File: src/hdl/rpf_pkg.sv
package rpf_pkg;

    localparam logic [7:0] BYTE_PREAMBLE    = 8'hAA;
    localparam logic [7:0] BYTE_SYNC        = 8'h2D;
    localparam logic [7:0] BYTE_TRAILER     = 8'hAA;
    localparam logic [7:0] NETWORK_ID_RESET = 8'hD4;

    localparam logic CMD_START   = 1'b0;
    localparam logic CMD_PAYLOAD = 1'b1;

    localparam int          ADDR_W          = 2;
    localparam logic [1:0]  ADDR_NETWORK_ID = 2'd0;

    // Step counter for preamble and trailer runs of up to eight bytes.
    localparam int CNT_W = 3;

    localparam int QUEUE_DEPTH = 4;
    localparam int QPTR_W      = 2;
    localparam int QCNT_W      = 3;

    typedef enum logic [1:0] {
        JOB_START = 2'd0,
        JOB_DATA  = 2'd1,
        JOB_STRAY = 2'd2
    } job_kind_t;

    // One classified word handed from the front end to the byte sequencer.
    // close is set when this job ends the frame; the trailer, if configured, follows it.
    typedef struct packed {
        job_kind_t  kind;
        logic [7:0] value;
        logic       close;
    } job_t;

endpackage

File: src/hdl/rpf_front.sv
module rpf_front
    import rpf_pkg::*;
(
    input  logic       clk,
    input  logic       rst_n,
    input  logic       accept,
    input  logic       command,
    input  logic [7:0] payload_length,
    input  logic [7:0] data_byte,
    output job_t       job
);

    logic       frame_open_reg;
    logic       frame_open_next;
    logic [7:0] bytes_left_reg;
    logic [7:0] bytes_left_next;

    always_comb
    begin
        job             = '{kind: JOB_STRAY, value: 8'd0, close: 1'b0};
        frame_open_next = frame_open_reg;
        bytes_left_next = bytes_left_reg;
        if (command == CMD_START)
        begin
            job.kind  = JOB_START;
            job.value = payload_length;
            job.close = (payload_length == 8'd0);
            if (accept)
            begin
                frame_open_next = (payload_length != 8'd0);
                bytes_left_next = payload_length;
            end
        end
        else if (frame_open_reg)
        begin
            job.kind  = JOB_DATA;
            job.value = data_byte;
            job.close = (bytes_left_reg == 8'd1);
            if (accept)
            begin
                bytes_left_next = bytes_left_reg - 8'd1;
                frame_open_next = (bytes_left_reg != 8'd1);
            end
        end
    end

    always_ff @(posedge clk or negedge rst_n)
    begin
        if (!rst_n)
        begin
            frame_open_reg <= 1'b0;
            bytes_left_reg <= 8'd0;
        end
        else
        begin
            frame_open_reg <= frame_open_next;
            bytes_left_reg <= bytes_left_next;
        end
    end

endmodule

File: src/hdl/rpf_queue.sv
module rpf_queue
    import rpf_pkg::*;
(
    input  logic clk,
    input  logic rst_n,
    input  logic push,
    input  job_t push_job,
    input  logic pop,
    output job_t head,
    output logic empty,
    output logic full
);

    job_t              slot_reg [QUEUE_DEPTH];
    logic [QPTR_W-1:0] wr_ptr_reg;
    logic [QPTR_W-1:0] rd_ptr_reg;
    logic [QCNT_W-1:0] count_reg;
    logic [QCNT_W-1:0] count_next;

    assign empty = (count_reg == QCNT_W'(0));
    assign full  = (count_reg == QCNT_W'(QUEUE_DEPTH));
    assign head  = slot_reg[rd_ptr_reg];

    always_comb
    begin
        count_next = count_reg;
        if (push && !pop)
        begin
            count_next = count_reg + QCNT_W'(1);
        end
        else if (pop && !push)
        begin
            count_next = count_reg - QCNT_W'(1);
        end
    end

    always_ff @(posedge clk)
    begin
        if (push)
        begin
            slot_reg[wr_ptr_reg] <= push_job;
        end
    end

    always_ff @(posedge clk or negedge rst_n)
    begin
        if (!rst_n)
        begin
            wr_ptr_reg <= '0;
            rd_ptr_reg <= '0;
            count_reg  <= '0;
        end
        else
        begin
            if (push)
            begin
                wr_ptr_reg <= wr_ptr_reg + QPTR_W'(1);
            end
            if (pop)
            begin
                rd_ptr_reg <= rd_ptr_reg + QPTR_W'(1);
            end
            count_reg <= count_next;
        end
    end

endmodule

File: src/hdl/rpf_back.sv
module rpf_back
    import rpf_pkg::*;
#(
    parameter int PREAMBLE_COUNT = 3,
    parameter int TRAILER_COUNT  = 3
)
(
    input  logic       clk,
    input  logic       rst_n,
    input  job_t       head,
    input  logic       q_empty,
    output logic       pop,
    input  logic [7:0] network_id,
    output logic       out_valid,
    input  logic       out_ready,
    output logic [7:0] out_byte,
    output logic       last_of_run,
    output logic       frame_done,
    output logic       stray_byte
);

    localparam logic [CNT_W-1:0] PRE_LAST = CNT_W'(PREAMBLE_COUNT - 1);
    localparam logic [CNT_W-1:0] TRL_LAST = CNT_W'((TRAILER_COUNT == 0) ? 0 : TRAILER_COUNT - 1);
    localparam logic             HAS_TRAILER = (TRAILER_COUNT != 0);

    typedef enum logic [7:0] {
        ST_IDLE  = 8'b0000_0001,
        ST_PRE   = 8'b0000_0010,
        ST_SYNC  = 8'b0000_0100,
        ST_NID   = 8'b0000_1000,
        ST_LEN   = 8'b0001_0000,
        ST_DATA  = 8'b0010_0000,
        ST_TRAIL = 8'b0100_0000,
        ST_STRAY = 8'b1000_0000
    } state_t;

    state_t           state_reg;
    state_t           state_next;
    state_t           step_state;
    state_t           first_state;
    logic [CNT_W-1:0] cnt_reg;
    logic [CNT_W-1:0] cnt_next;
    logic [CNT_W-1:0] step_cnt;
    job_t             job_reg;
    job_t             job_next;

    logic       cur_last;
    logic       cur_done;
    logic       cur_stray;
    logic [7:0] cur_byte;
    logic       busy;
    logic       advance;
    logic       emit;
    logic       load;

    logic       out_valid_reg;
    logic       out_valid_next;
    logic [7:0] out_byte_reg;
    logic       last_reg;
    logic       done_reg;
    logic       stray_reg;

    // Byte for the current step and where the sequence goes after it.
    always_comb
    begin
        cur_byte   = 8'd0;
        cur_last   = 1'b0;
        cur_done   = 1'b0;
        cur_stray  = 1'b0;
        step_state = state_reg;
        step_cnt   = cnt_reg;
        unique case (state_reg)
            ST_IDLE:
            begin
                step_state = ST_IDLE;
            end
            ST_PRE:
            begin
                cur_byte = BYTE_PREAMBLE;
                if (cnt_reg == PRE_LAST)
                begin
                    step_state = ST_SYNC;
                    step_cnt   = '0;
                end
                else
                begin
                    step_cnt = cnt_reg + CNT_W'(1);
                end
            end
            ST_SYNC:
            begin
                cur_byte   = BYTE_SYNC;
                step_state = ST_NID;
            end
            ST_NID:
            begin
                cur_byte   = network_id;
                step_state = ST_LEN;
            end
            ST_LEN, ST_DATA:
            begin
                cur_byte = (state_reg == ST_LEN) ? job_reg.value + 8'd1 : job_reg.value;
                step_cnt = '0;
                if (job_reg.close && HAS_TRAILER)
                begin
                    step_state = ST_TRAIL;
                end
                else
                begin
                    cur_last = 1'b1;
                    cur_done = job_reg.close;
                end
            end
            ST_TRAIL:
            begin
                cur_byte = BYTE_TRAILER;
                if (cnt_reg == TRL_LAST)
                begin
                    cur_last = 1'b1;
                    cur_done = 1'b1;
                end
                else
                begin
                    step_cnt = cnt_reg + CNT_W'(1);
                end
            end
            ST_STRAY:
            begin
                cur_last  = 1'b1;
                cur_stray = 1'b1;
            end
            default:
            begin
                step_state = ST_IDLE;
            end
        endcase
    end

    always_comb
    begin
        unique case (head.kind)
            JOB_START: first_state = ST_PRE;
            JOB_DATA:  first_state = ST_DATA;
            JOB_STRAY: first_state = ST_STRAY;
            default:   first_state = ST_STRAY;
        endcase
    end

    assign busy    = (state_reg != ST_IDLE);
    assign advance = !out_valid_reg || out_ready;
    assign emit    = busy && advance;
    assign load    = !q_empty && (!busy || (emit && cur_last));
    assign pop     = load;

    always_comb
    begin
        state_next = state_reg;
        cnt_next   = cnt_reg;
        job_next   = job_reg;
        if (load)
        begin
            state_next = first_state;
            cnt_next   = '0;
            job_next   = head;
        end
        else if (emit)
        begin
            state_next = cur_last ? ST_IDLE : step_state;
            cnt_next   = step_cnt;
        end
    end

    always_comb
    begin
        out_valid_next = out_valid_reg;
        if (emit)
        begin
            out_valid_next = 1'b1;
        end
        else if (out_ready)
        begin
            out_valid_next = 1'b0;
        end
    end

    always_ff @(posedge clk or negedge rst_n)
    begin
        if (!rst_n)
        begin
            state_reg     <= ST_IDLE;
            cnt_reg       <= '0;
            out_valid_reg <= 1'b0;
        end
        else
        begin
            state_reg     <= state_next;
            cnt_reg       <= cnt_next;
            out_valid_reg <= out_valid_next;
        end
    end

    always_ff @(posedge clk)
    begin
        job_reg <= job_next;
        if (emit)
        begin
            out_byte_reg <= cur_byte;
            last_reg     <= cur_last;
            done_reg     <= cur_done;
            stray_reg    <= cur_stray;
        end
    end

    assign out_valid   = out_valid_reg;
    assign out_byte    = out_byte_reg;
    assign last_of_run = last_reg;
    assign frame_done  = done_reg;
    assign stray_byte  = stray_reg;

endmodule

File: src/hdl/radio_packet_framer_unit.sv
// Packet framer for a radio transmitter FIFO. A start word emits PREAMBLE_COUNT bytes of
// 0xAA, the sync byte 0x2D, the network id and the length plus one; each payload word inside
// an open frame emits its byte, and the closing payload word (or a start of length zero) adds
// TRAILER_COUNT bytes of 0xAA with frame_done on the last. A payload word with no frame open
// gives one flagged result and sends nothing. The front end classifies each word in the cycle
// it is taken and files it in a four-entry queue; the back end emits exactly one byte per cycle
// while it holds a word and the output register is free. A payload word yields one byte, a
// start PREAMBLE_COUNT + 3, plus TRAILER_COUNT where the frame closes. Payload words stream at
// one per cycle unless out_ready holds them back. A taken word is registered in the queue, then
// in the back-end state, then in the output register. in_ready falls only when the queue is full.
module radio_packet_framer_unit
    import rpf_pkg::*;
#(
    parameter int PREAMBLE_COUNT = 3,
    parameter int TRAILER_COUNT  = 3
)
(
    input  logic              clk,
    input  logic              rst_n,
    input  logic              psel,
    input  logic              penable,
    input  logic              pwrite,
    input  logic [ADDR_W-1:0] paddr,
    input  logic [31:0]       pwdata,
    output logic [31:0]       prdata,
    output logic              pready,
    input  logic              in_valid,
    output logic              in_ready,
    input  logic              command,
    input  logic [7:0]        payload_length,
    input  logic [7:0]        data_byte,
    output logic              out_valid,
    input  logic              out_ready,
    output logic [7:0]        out_byte,
    output logic              last_of_run,
    output logic              frame_done,
    output logic              stray_byte
);

    logic [7:0] network_id_reg;
    logic       cfg_write;
    logic       accept;
    logic       q_empty;
    logic       q_full;
    logic       pop;
    job_t       new_job;
    job_t       head;

    assign pready    = 1'b1;
    assign cfg_write = psel && penable && pwrite && (paddr == ADDR_NETWORK_ID);
    assign prdata    = (paddr == ADDR_NETWORK_ID) ? {24'd0, network_id_reg} : 32'd0;

    always_ff @(posedge clk or negedge rst_n)
    begin
        if (!rst_n)
        begin
            network_id_reg <= NETWORK_ID_RESET;
        end
        else if (cfg_write)
        begin
            network_id_reg <= pwdata[7:0];
        end
    end

    assign in_ready = !q_full;
    assign accept   = in_valid && in_ready;

    rpf_front u_front (
        .clk            (clk),
        .rst_n          (rst_n),
        .accept         (accept),
        .command        (command),
        .payload_length (payload_length),
        .data_byte      (data_byte),
        .job            (new_job)
    );

    rpf_queue u_queue (
        .clk      (clk),
        .rst_n    (rst_n),
        .push     (accept),
        .push_job (new_job),
        .pop      (pop),
        .head     (head),
        .empty    (q_empty),
        .full     (q_full)
    );

    rpf_back #(
        .PREAMBLE_COUNT (PREAMBLE_COUNT),
        .TRAILER_COUNT  (TRAILER_COUNT)
    ) u_back (
        .clk         (clk),
        .rst_n       (rst_n),
        .head        (head),
        .q_empty     (q_empty),
        .pop         (pop),
        .network_id  (network_id_reg),
        .out_valid   (out_valid),
        .out_ready   (out_ready),
        .out_byte    (out_byte),
        .last_of_run (last_of_run),
        .frame_done  (frame_done),
        .stray_byte  (stray_byte)
    );

    // The end of a frame is always the end of the word that caused it.
    assert property (@(posedge clk) disable iff (!rst_n)
        out_valid && frame_done |-> last_of_run)
        else $error("frame_done without last_of_run");

    // A stray word stands alone and carries no byte.
    assert property (@(posedge clk) disable iff (!rst_n)
        out_valid && stray_byte |-> last_of_run && !frame_done && (out_byte == 8'd0))
        else $error("malformed stray result");

    // With a trailer configured, a frame always ends on a trailer byte.
    assert property (@(posedge clk) disable iff (!rst_n)
        out_valid && frame_done && (TRAILER_COUNT != 0) |-> out_byte == BYTE_TRAILER)
        else $error("frame closed on a non-trailer byte");

    // Nothing may be popped from an empty queue.
    assert property (@(posedge clk) disable iff (!rst_n)
        pop |-> !q_empty)
        else $error("queue underflow");

endmodule
File: config.mk
export PLATFORM = sky130hd
export DESIGN_NAME = radio_packet_framer_unit
export DESIGN_NICKNAME = d
export VERILOG_FILES = /design/src/hdl/rpf_pkg.sv /design/src/hdl/rpf_front.sv /design/src/hdl/rpf_queue.sv /design/src/hdl/rpf_back.sv /design/src/hdl/radio_packet_framer_unit.sv
export SDC_FILE = /design/constraint.sdc
export NUM_CORES = 1
export LEC_CHECK = 0
export ABC_AREA = 1
export ABC_CLOCK_PERIOD_IN_PS = 3500
export BUFFER_PORTS_ARGS = -buffer_cell sky130_fd_sc_hd__buf_4
export CAP_MARGIN = 40
export CORE_MARGIN = 1
export CORE_UTILIZATION = 45
export CTS_BUF_LIST = sky130_fd_sc_hd__clkbuf_8
export CTS_CLUSTER_SIZE = 14
export DETAILED_ROUTE_END_ITERATION = 8
export PLACE_DENSITY = 0.68
export SLEW_MARGIN = 20
export SYNTH_ARGS = -nofsm -noshare
export SYNTH_HDL_FRONTEND = slang
export SYNTH_SLANG_ARGS = --single-unit
File: constraint.sdc
create_clock -name clk -period 3.5 [get_ports clk]
set_clock_uncertainty 0.15 [all_clocks]
set_input_delay 0.875 -clock clk [delete_from_list [all_inputs] [get_ports clk]]
set_output_delay 0.875 -clock clk [all_outputs]
set_load 0.03 [all_outputs]
==> results.md, run 1 <==
* Status: complete, no violations
* HP Class: primary input to asynchronous set/reset pin
* Detail Placement HPWL at 6.71 mm
* Drt via density at 4.86
* Worst-Margin Slew at 0.652 ns
* Die ar. at 0.0115 mm^2
* Fin cells at 734
* Post-synthesis register bit count at 100
* Setup TNS Final at 0 ns
* Peak supply drop at 0.000328 V
* Seq/Total Area, Yosys at 0.567
* Core Area at 0.0108 mm^2
* Hold_buf cts at 0
* Most used cell, CP: nand2_2
* Final hold vios at 0
* Switch share at 0.406
* Die width at 107 um
* Crit path cell chain: nor2_1 > nand2_1 > clkinv_2 > nand3_1 > nand3_2 > nand2_2 > nand2_2 > nand2_2 > ha_1 > inv_1 > fa_1 > a21oi_1 > o21ai_0 > xor2_1
* Clock Pin Slew Worst Setup and Hold Paths at 0.10 ns
* Switching pwr at 1.83 mW
* Pwr/cell area at 795 mW/mm^2
* Final routed DRC violation total at 0
* Critical path class: flip-flop to flip-flop
* Vias in the first global route at 3381
* Int Power at 2.68 mW
* Worst Path Buf+Inv at 2
* Critical Path Sink Type: flip-flop
* DRT iter0 DRCs at 149
* # Max-Cap Violations at 0
* Max FFs per register at 44
* CP delay by family, top: simple AND/OR/NAND/NOR gates
* Primary flip-flop cell chosen by synthesis mapping: edfxtp_1
* Leakage at 2.62 nW
* Post-layout min period at 2.81 ns
* Most frequent cells in the layout: nand2_1, nor2_1, inv_1
* Fin crit share at 0.803
* Distinct cell type count of the synthesized netlist at 40
* Wire per inst at 12.5 um
* Cts bufs inserted at 9
* P&R area growth vs syn at 13.7%
* DR pass1 iterations at 4
* # diodes at 0
* H-Tree Level Count at 3
* Rows at 38
* Initial antenna violation count at 0
* Antenna Nets Post-Route at 0
* Avg Cell Area, Syn at 9.38 um^2
* Slowest stage cell, crit path: dfstp_2
* Syn. warnings at 0
* Final Wtd Congestion at 0.867
* CTS tree: yes
* WP data required at 3.60 ns
* Slew headroom at 0.565
* Global-route wire length before repair at 15.3 mm
* Combinational Power Share at 0.398
* Setup Viol. Count Final at 0
* Clock Tree Root: clkbuf_8
* Largest fanout on the critical path at 11
* Buffers on Ports at 54
* Via count at 3567
* Commonest non-fill, non-tap cell in the layout: nand2_1
* Number of synthesized flops with an enable pin at 64
* Congestion Overflow GR at 0
* Clk buf depth at 2
* Seq pwr share at 0.427
* Resized Gates After CTS at 0
* Arrival @ worst endpoint at 2.91 ns
* RSZ-0062 raised after global routing: false
* Clk pwr share at 0.175
* Chip Height at 107 um
* Placed cells at 718
* Drt total wl at 9.19 mm
* Fill count at 1007
* Final nets at 658
* Slew Limit Fails at 0
* Largest net degree at the start of global routing at 37
* Initial Utilization at 0.460
* CTS sink cnt at 100
* Layout cells sized above 1 at 0.165
* Synthesized area at 0.00499 mm^2
* IO Pins at 104
* Crit start category: flip-flop
* Fmax at 356 MHz
* Gr usage total at 0.171
* Synthesized instance count at 532
* Async S/R FF share, synth at 0.360
* Number of setup buffers added after CTS at 0
* Max incr delay on CP at 0.55 ns
* Clk Latency, worst-skew pair at 0.36 ns
## synth_stat cells (2+ instances only)
cell type	number	area share
nand2_1	99	0.074
nor2_1	73	0.055
inv_1	65	0.049
edfxtp_1	64	0.39
o21ai_0	39	0.039
dfrtp_1	31	0.16
a21oi_1	25	0.025
buf_4	25	0.038
nand3_1	19	0.019
o22ai_1	11	0.014
ha_1	10	0.025
nand4_1	9	0.011
xor2_1	9	0.016
clkbuf_1	8	0.0060
dfstp_2	5	0.026
nand2_2	4	0.0050
xnor2_1	4	0.0070
a21boi_0	3	0.0045
nor2_2	3	0.0038
buf_1	2	0.0015
conb_1	2	0.0015
inv_2	2	0.0015
nand3_2	2	0.0040
nor3_1	2	0.0020
## cells by family after synthesis
logic type	synth area share
XOR/XNOR	0.0228
adder cells (fa/ha/maj)	0.0291
AND/OR/NAND/NOR	0.181
other	0.00150
flip-flops	0.567
buffers and inverters	0.101
AO/OA/AOI/OAI	0.0980
## stage by stage
step                      setup WS [ns]  hold WS, ns  total power [mW]  area [um^2]   util
after global placement            0.678        0.338              3.69         5460  0.504
final                             0.690        0.314              4.51         5680  0.524
after CTS                         0.691        0.328              4.55         5680  0.524
after floorplan                   0.930        0.311              3.29         5080      -
after detailed placement          0.648        0.343              3.76         5460  0.504
after global routing              0.430        0.342              4.86         5680  0.524
## final timing paths
path / start / endpoint / slack, ns / cells after the start
setup / recovery: u_back.state_reg[0]$_DFFE_PN1P_ / u_queue.count_reg[2]$_DFFE_PN0P_ / 0.69 / 14
setup reg to reg: u_back.state_reg[0]$_DFFE_PN1P_ / u_queue.count_reg[2]$_DFFE_PN0P_ / 0.69 / 14
hold / removal: rst_n / u_back.cnt_reg[1]$_DFFE_PN0P_ / 0.31 / 1
hold reg to reg: network_id_reg[7]$_DFFE_PN1P_ / network_id_reg[7]$_DFFE_PN1P_ / 0.36 / 2
max in group asynchronous: rst_n / network_id_reg[4]$_DFFE_PN1P_ / 2.53 / 1
min in group clk: network_id_reg[7]$_DFFE_PN1P_ / network_id_reg[7]$_DFFE_PN1P_ / 0.36 / 2
## worst register-to-register path: stages, from the launching register on
cell	delay [ns]
dfstp_2	0.55
nor2_1	0.08
nand2_1	0.11
clkinv_2	0.11
nand3_1	0.12
nand3_2	0.14
nand2_2	0.13
nand2_2	0.08
nand2_2	0.20
ha_1	0.19
inv_1	0.07
fa_1	0.38
a21oi_1	0.14
o21ai_0	0.10
xor2_1	0.16
## power groups by stage
stage | clock network, mW | registers, mW | logic [mW]
6_report | 0.790 | 1.92 | 1.80
5_1_grt | 0.849 | 1.97 | 2.04
4_1_cts | 0.806 | 1.93 | 1.81
3_5_place_dp | 0 | 1.96 | 1.80
3_3_place_gp | 0 | 1.94 | 1.75
2_1_floorplan | 0 | 2.04 | 1.24
## layer usage
metal,vias up,wire [um],part of all wire,global-route usage
li1,1808,-,-,-
met1,1661,3930,0.43,0.202
met2,87,4750,0.52,0.308
met3,11,395,0.043,0.0327
met4,0,109,0.012,0.0656
met5,-,0,0,0
## layout make-up
cell class	instances	area, um^2	share of cell area
sequential	100	2830	0.498
multi-input combinational	349	1750	0.308
timing repair buffer	60	450	0.0793
inverter	69	260	0.0458
tap	140	175	0.0309
clock buffer	9	124	0.0218
clock inverter	7	91.3	0.0161
Note: power is estimated with default switching activity, not from simulation.
==> run 2: changes to the inputs <==
- ABC_CLOCK_PERIOD_IN_PS: 3500 -> 2450
- PLACE_DENSITY: 0.68 -> 0.7
- clock period: 3.5 -> 2.45 ns (I/O delays scaled with it)
==> run 2 against run 1 <==
  * Global-route usage up 0.61 points
  * Combinational power up 59%
  * Clock-buffer cell count unchanged
  * Utilization up 1.9 points
  * Largest cell class unchanged
  * Largest power group is now combinational cells
==> results.md, run 2 (same netlist as run 1, synthesis figures left out) <==
* Reg2Reg Launch Point: u_back.cnt_reg[0]$_DFFE_PN0P_
* Final nets at 674 (+2.4%)
* Leakage at 2.70 nW (+3.0%)
* Core Area at 0.0108 mm^2 (unchanged)
* Arrival @ worst endpoint at 2.43 ns (-0.48 ns)
* Fin crit share at 0.952 (+0.149)
* Commonest non-fill, non-tap cell in the layout: nand2_1
* Antenna Nets Post-Route at 0 (unchanged)
* Initial antenna violation count at 0 (unchanged)
* DR pass1 iterations at 4 (unchanged)
* Buffers on Ports at 54 (unchanged)
* Final Wtd Congestion at 0.893 (+3.0%)
* Die width at 107 um (unchanged)
* Final core occ at 0.542 (+0.0186)
* Max FFs per register at 44 (unchanged)
* Crit start category: flip-flop
* Global-route wire length before repair at 15.7 mm (+2.5%)
* CTS tree: yes
* Final routed DRC violation total at 0 (unchanged)
* Clk buf depth at 2 (unchanged)
* Worst Path Buf+Inv at 3 (+1)
* Fmax at 429 MHz (+20%)
* Cts bufs inserted at 9 (unchanged)
* Clock Tree Root: clkbuf_8
* Layout cells sized above 1 at 0.213 (+0.0481)
* Detail Placement HPWL at 7.05 mm (+5.0%)
* HP Class: primary input to asynchronous set/reset pin
* Pwr/cell area at 1140 mW/mm^2 (+43%)
* Via count at 3566 (-0.028%)
* Slew headroom at 0.666 (+0.101)
* Setup TNS Final at 0 ns (unchanged)
* Clock Pin Slew Worst Setup and Hold Paths at 0.10 ns (about the same)
* IO Pins at 104 (unchanged)
* Setup Viol. Count Final at 0 (unchanged)
* Critical Path Sink Type: flip-flop
* Die ar. at 0.0115 mm^2 (unchanged)
* WP data required at 2.55 ns (-1.05 ns)
* Rows at 38 (unchanged)
* Fin cells at 750 (+2.2%)
* Largest fanout on the critical path at 3 (-8)
* Worst hold slack at 0.0588 ns (-0.255 ns)
* Wire per inst at 12.6 um (+0.55%)
* P&R area growth vs syn at 17.8%
* Most used cell, CP: nand2_4
* Critical path class: flip-flop to flip-flop
* Initial Utilization at 0.460 (unchanged)
* Clk Latency, worst-skew pair at 0.36 ns (about the same)
* Largest net degree at the start of global routing at 37 (unchanged)
* Placed cells at 729 (+1.5%)
* Vias in the first global route at 3486 (+3.1%)
* Post-layout min period at 2.33 ns (-0.477 ns)
* Worst-Margin Slew at 0.502 ns (-0.151 ns)
* Peak supply drop at 0.000511 V (+56%)
* CP delay by family, top: adder cells
* CTS sink cnt at 100 (unchanged)
* Final hold vios at 0 (unchanged)
* Slowest stage cell, crit path: fa_2
* Crit path cell chain: inv_2 > ha_2 > inv_2 > nor2_4 > nand3_4 > nand3_4 > nand2_4 > nand2_4 > nand2_4 > ha_4 > inv_4 > fa_2 > nor2_2 > a21oi_1
* Status: complete, no violations
* Drt via density at 4.75 (-2.2%)
* Worst Setup SP: u_back.cnt_reg[0]$_DFFE_PN0P_
* Chip Height at 107 um (unchanged)
* Drt total wl at 9.44 mm (+2.7%)
* H-Tree Level Count at 3 (unchanged)
* DRT iter0 DRCs at 124 (-17%)
* Gr usage total at 0.177 (+0.00611)
* Most frequent cells in the layout: nand2_1, buf_4, nor2_1
* Slew Limit Fails at 0 (unchanged)
* Max incr delay on CP at 0.43 ns (-0.12 ns)
* Congestion Overflow GR at 0 (unchanged)
* Fill count at 964 (-4.3%)
* # diodes at 0 (unchanged)
* # Max-Cap Violations at 0 (unchanged)
==> run 2: cell count changes in the layout (fill, tap and decap cells not counted), sizes merged <==
cell and change:
buf +16, inv -2, clkinv +1, clkinvlp +1
==> run 2: routing by layer <==
layer  GRT usage  wire length [um]  vias to the layer above
li1            -                 -                     1851
met1       0.203              3970                     1627
met2       0.323              5040                       80
met3      0.0430               358                        8
met4      0.0577                74                        0
met5           0                 0                        -
==> run 2: final timing paths <==
check                           slack, ns  depth (start not counted)                                to
worst max-delay path                 0.12                         14  u_queue.count_reg[1]$_DFFE_PN0P_
worst min-delay path                 0.06                          1   u_back.state_reg[6]$_DFFE_PN0P_
worst max register to register       0.12                         14  u_queue.count_reg[1]$_DFFE_PN0P_
worst min register to register       0.36                          2     network_id_reg[2]$_DFFE_PN1P_
max in group asynchronous            1.72                          1   u_back.state_reg[0]$_DFFE_PN1P_
min in group clk                     0.34                          3     network_id_reg[4]$_DFFE_PN1P_
==> run 2: timing repair <==
item / 4_1_cts / 5_1_grt
gates resized for setup: 2 / 19
hold buffers: 0 / 0
pin swaps: 1 / 6
setup endpoints to repair: 2 / 2
setup buffers: 1 / 4
==> run 2: cell type report <==
type	instances	area, um^2	share of cell area
clock buffer	9	124	0.0211
clock inverter	7	85.1	0.0145
inverter	69	264	0.0449
multi-input combinational	349	1830	0.311
sequential	100	2830	0.481
tap	140	175	0.0298
timing repair buffer	76	571	0.0971
==> run 2: worst register-to-register path, cell delays in order (launching register included) <==
cell and delay, ns:
dfrtp_1 0.41, inv_2 0.07, ha_2 0.16, inv_2 0.04
nor2_4 0.13, nand3_4 0.10, nand3_4 0.12, nand2_4 0.08
nand2_4 0.08, nand2_4 0.06, ha_4 0.16, inv_4 0.06
fa_2 0.43, nor2_2 0.12, a21oi_1 0.05
==> run 2: report_power, final <==
part / switching (mW) / internal [mW]
logic: 1.82 / 1.04
clock network: 0.577 / 0.489
registers: 0.285 / 2.49
==> run 2: through the flow <==
stage	cell area, um^2	setup slack, ns	total power, mW
2_1_floorplan	5100	-0.0154	4.72
3_3_place_gp	5560	0.0413	5.39
3_5_place_dp	5560	-0.0365	5.49
4_1_cts	5790	0.00869	6.59
5_1_grt	5880	-0.0222	7.22
6_report	5880	0.117	6.70
==> run 3: changes to the inputs <==
- HOLD_SLACK_MARGIN: default -> 0.08
==> run 3 against run 2 <==
  * Register-to-register slack is essentially flat
  * Wire length grew 0.30%
  * Sequential power hardly changed
  * Cell count up 0.13%
  * Sequential share of layout area down 0.082 points
  * Critical path depth stayed put
  * First-iteration DRC count rose by 16%
  * Non-clock buffer count grew 1
  * Clock power barely moved
  * Die area unchanged
  * Total power is essentially flat
  * Final area is 0.17% higher
  * Critical path type unchanged
==> results.md, run 3 (same netlist as run 1, synthesis figures left out) <==
* Status: complete, no violations
* Die width at 107 um (unchanged)
* Wire per inst at 12.6 um (+0.16%)
* Crit start category: flip-flop
* Fin crit share at 0.952 (about the same)
* Global-route wire length before repair at 15.7 mm (+0.13%)
* Final routed DRC violation total at 0 (unchanged)
* Slew Limit Fails at 0 (unchanged)
* Drt via density at 4.74 (-0.25%)
* Layout cells sized above 1 at 0.213 (-0.000349)
* Fill count at 961 (-0.31%)
* Final setup margin at 0.119 ns (+0.00167 ns)
* Peak supply drop at 0.000512 V (+0.19%)
* H-Tree Level Count at 3 (unchanged)
* Final Wtd Congestion at 0.893 (unchanged)
* Drt total wl at 9.47 mm (+0.30%)
* # diodes at 0 (unchanged)
* Crit path cell chain: inv_2 > ha_2 > inv_2 > nor2_4 > nand3_4 > nand3_4 > nand2_4 > nand2_4 > nand2_4 > ha_4 > inv_4 > fa_2 > nor2_2 > a21oi_1
* Worst-Margin Slew at 0.503 ns (+0.000990 ns)
* Initial Utilization at 0.460 (unchanged)
* Hold Path Stages at 3
* Storage cell area at 0.00283 mm^2 (unchanged)
* DR pass1 iterations at 4 (unchanged)
* Buffers on Ports at 54 (unchanged)
* DRT iter0 DRCs at 144 (+16%)
* Critical Path Sink Type: flip-flop
* Vias in the first global route at 3492 (+0.17%)
* Antenna Nets Post-Route at 0 (unchanged)
* Via count at 3562 (-0.11%)
* Largest net degree at the start of global routing at 37 (unchanged)
* # Max-Cap Violations at 0 (unchanged)
* IO Pins at 104 (unchanged)
* Initial antenna violation count at 0 (unchanged)
* Slew headroom at 0.665 (about the same)
* Most frequent cells in the layout: nand2_1, buf_4, nor2_1
* Max incr delay on CP at 0.43 ns (about the same)
* HP Class: primary input to flip-flop
* Largest fanout on the critical path at 3 (unchanged)
* Leakage at 2.70 nW (+0.15%)
* Final nets at 675 (+0.15%)
* Reg2reg setup slack at 0.12 ns (about the same)
* Slowest stage cell, crit path: fa_2
* Setup TNS Final at 0 ns (unchanged)
* Setup Viol. Count Final at 0 (unchanged)
* Area of the multi-input gates at 0.00183 mm^2 (unchanged)
* Max FFs per register at 44 (unchanged)
* Congestion Overflow GR at 0 (unchanged)
* Final hold vios at 0 (unchanged)
* CTS tree: yes
* Fmax at 429 MHz (about the same)
* Clk buf depth at 2 (unchanged)
* Most used cell, CP: nand2_4
* Reg2Reg Launch Point: u_back.cnt_reg[0]$_DFFE_PN0P_
* P&R area growth vs syn at 18.0%
* CTS sink cnt at 100 (unchanged)
* Commonest non-fill, non-tap cell in the layout: nand2_1
* Clock Pin Slew Worst Setup and Hold Paths at 0.10 ns (about the same)
* Clock Tree Root: clkbuf_8
* Reg2Reg Depth at 14 (unchanged)
* Detail Placement HPWL at 7.05 mm (unchanged)
* Core Area at 0.0108 mm^2 (unchanged)
* WP data required at 2.54 ns (about the same)
* Dpl ws at -0.0365 ns (unchanged)
* Post-layout min period at 2.33 ns (-0.00168 ns)
* Arrival @ worst endpoint at 2.43 ns (about the same)
* Pwr/cell area at 1140 mW/mm^2 (-0.19%)
* Reg2reg end: u_queue.count_reg[1]$_DFFE_PN0P_
* Critical path class: flip-flop to flip-flop
* Worst hold slack at 0.344 ns (+0.286 ns)
* Die ar. at 0.0115 mm^2 (unchanged)
* Rows at 38 (unchanged)
* Gr usage total at 0.178 (+0.000264)
* Cts bufs inserted at 9 (unchanged)
* Clk Latency, worst-skew pair at 0.35 ns (about the same)
* Chip Height at 107 um (unchanged)
* Hold path startpoint: pwdata[4]
* Final core occ at 0.543 (+0.000923)
* Hold endpoint: network_id_reg[4]$_DFFE_PN1P_
[run 3: cell count changes in the layout (fill, tap and decap cells not counted), sizes merged]
cell	change
dlygate4sd3	+1
[run 3: layer usage]
metal / vias up / share of wire / track usage
met1: 1621 / 0.42 / 0.203
met5: - / 0 / 0
met3: 6 / 0.039 / 0.0430
li1: 1850 / - / -
met4: 0 / 0.0069 / 0.0577
met2: 85 / 0.53 / 0.324
[run 3: worst max-delay path: cells and delay by family, from the launching register on]
family	cells	cell delay (ns)
flip-flops	1	0.41
AO/OA/AOI/OAI	1	0.05
adder cells (fa/ha/maj)	3	0.75
buffers and inverters	3	0.17
AND/OR/NAND/NOR	7	0.69
[run 3: report_power, final]
part	internal, mW	switching, mW	total (mW)
logic	1.04	1.82	2.86
clock network	0.489	0.575	1.06
registers	2.49	0.283	2.77
[run 3: metrics by stage]
step | total power [mW] | instance area, um^2 | std cells
6_report | 6.70 | 5890 | 751
5_1_grt | 7.22 | 5890 | 751
4_1_cts | 6.59 | 5800 | 747
3_5_place_dp | 5.49 | 5560 | 729
3_3_place_gp | 5.39 | 5560 | 729
2_1_floorplan | 4.72 | 5100 | 555
[run 3: what timing repair did]
| action | in CTS | in global routing |
|---|---|---|
| setup endpoints to repair | 2 | 2 |
| pin swaps | 1 | 6 |
| gates resized for setup | 2 | 19 |
| hold endpoints to repair | 27 | 0 |
| buffers inserted | 1 | 4 |
| hold buffers | 1 | 0 |
[run 3: worst max path at each step]
stage                               startpoint                               end  depth (start not counted)
2_1_floorplan    u_back.cnt_reg[0]$_DFFE_PN0P_  u_queue.count_reg[1]$_DFFE_PN0P_                         15
3_5_place_dp     u_back.cnt_reg[0]$_DFFE_PN0P_  u_queue.count_reg[1]$_DFFE_PN0P_                         14
4_1_cts        u_back.state_reg[0]$_DFFE_PN1P_  u_queue.count_reg[2]$_DFFE_PN0P_                         14
6_report         u_back.cnt_reg[0]$_DFFE_PN0P_  u_queue.count_reg[1]$_DFFE_PN0P_                         14
3_3_place_gp     u_back.cnt_reg[0]$_DFFE_PN0P_  u_queue.count_reg[1]$_DFFE_PN0P_                         14
5_1_grt        u_back.state_reg[3]$_DFFE_PN0P_  u_queue.count_reg[1]$_DFFE_PN0P_                         13
[run 3: cell type report]
type	instances	area share
sequential	100	0.480
tap	140	0.0297
inverter	69	0.0448
clock buffer	9	0.0210
clock inverter	7	0.0144
timing repair buffer	77	0.0986
multi-input combinational	349	0.311
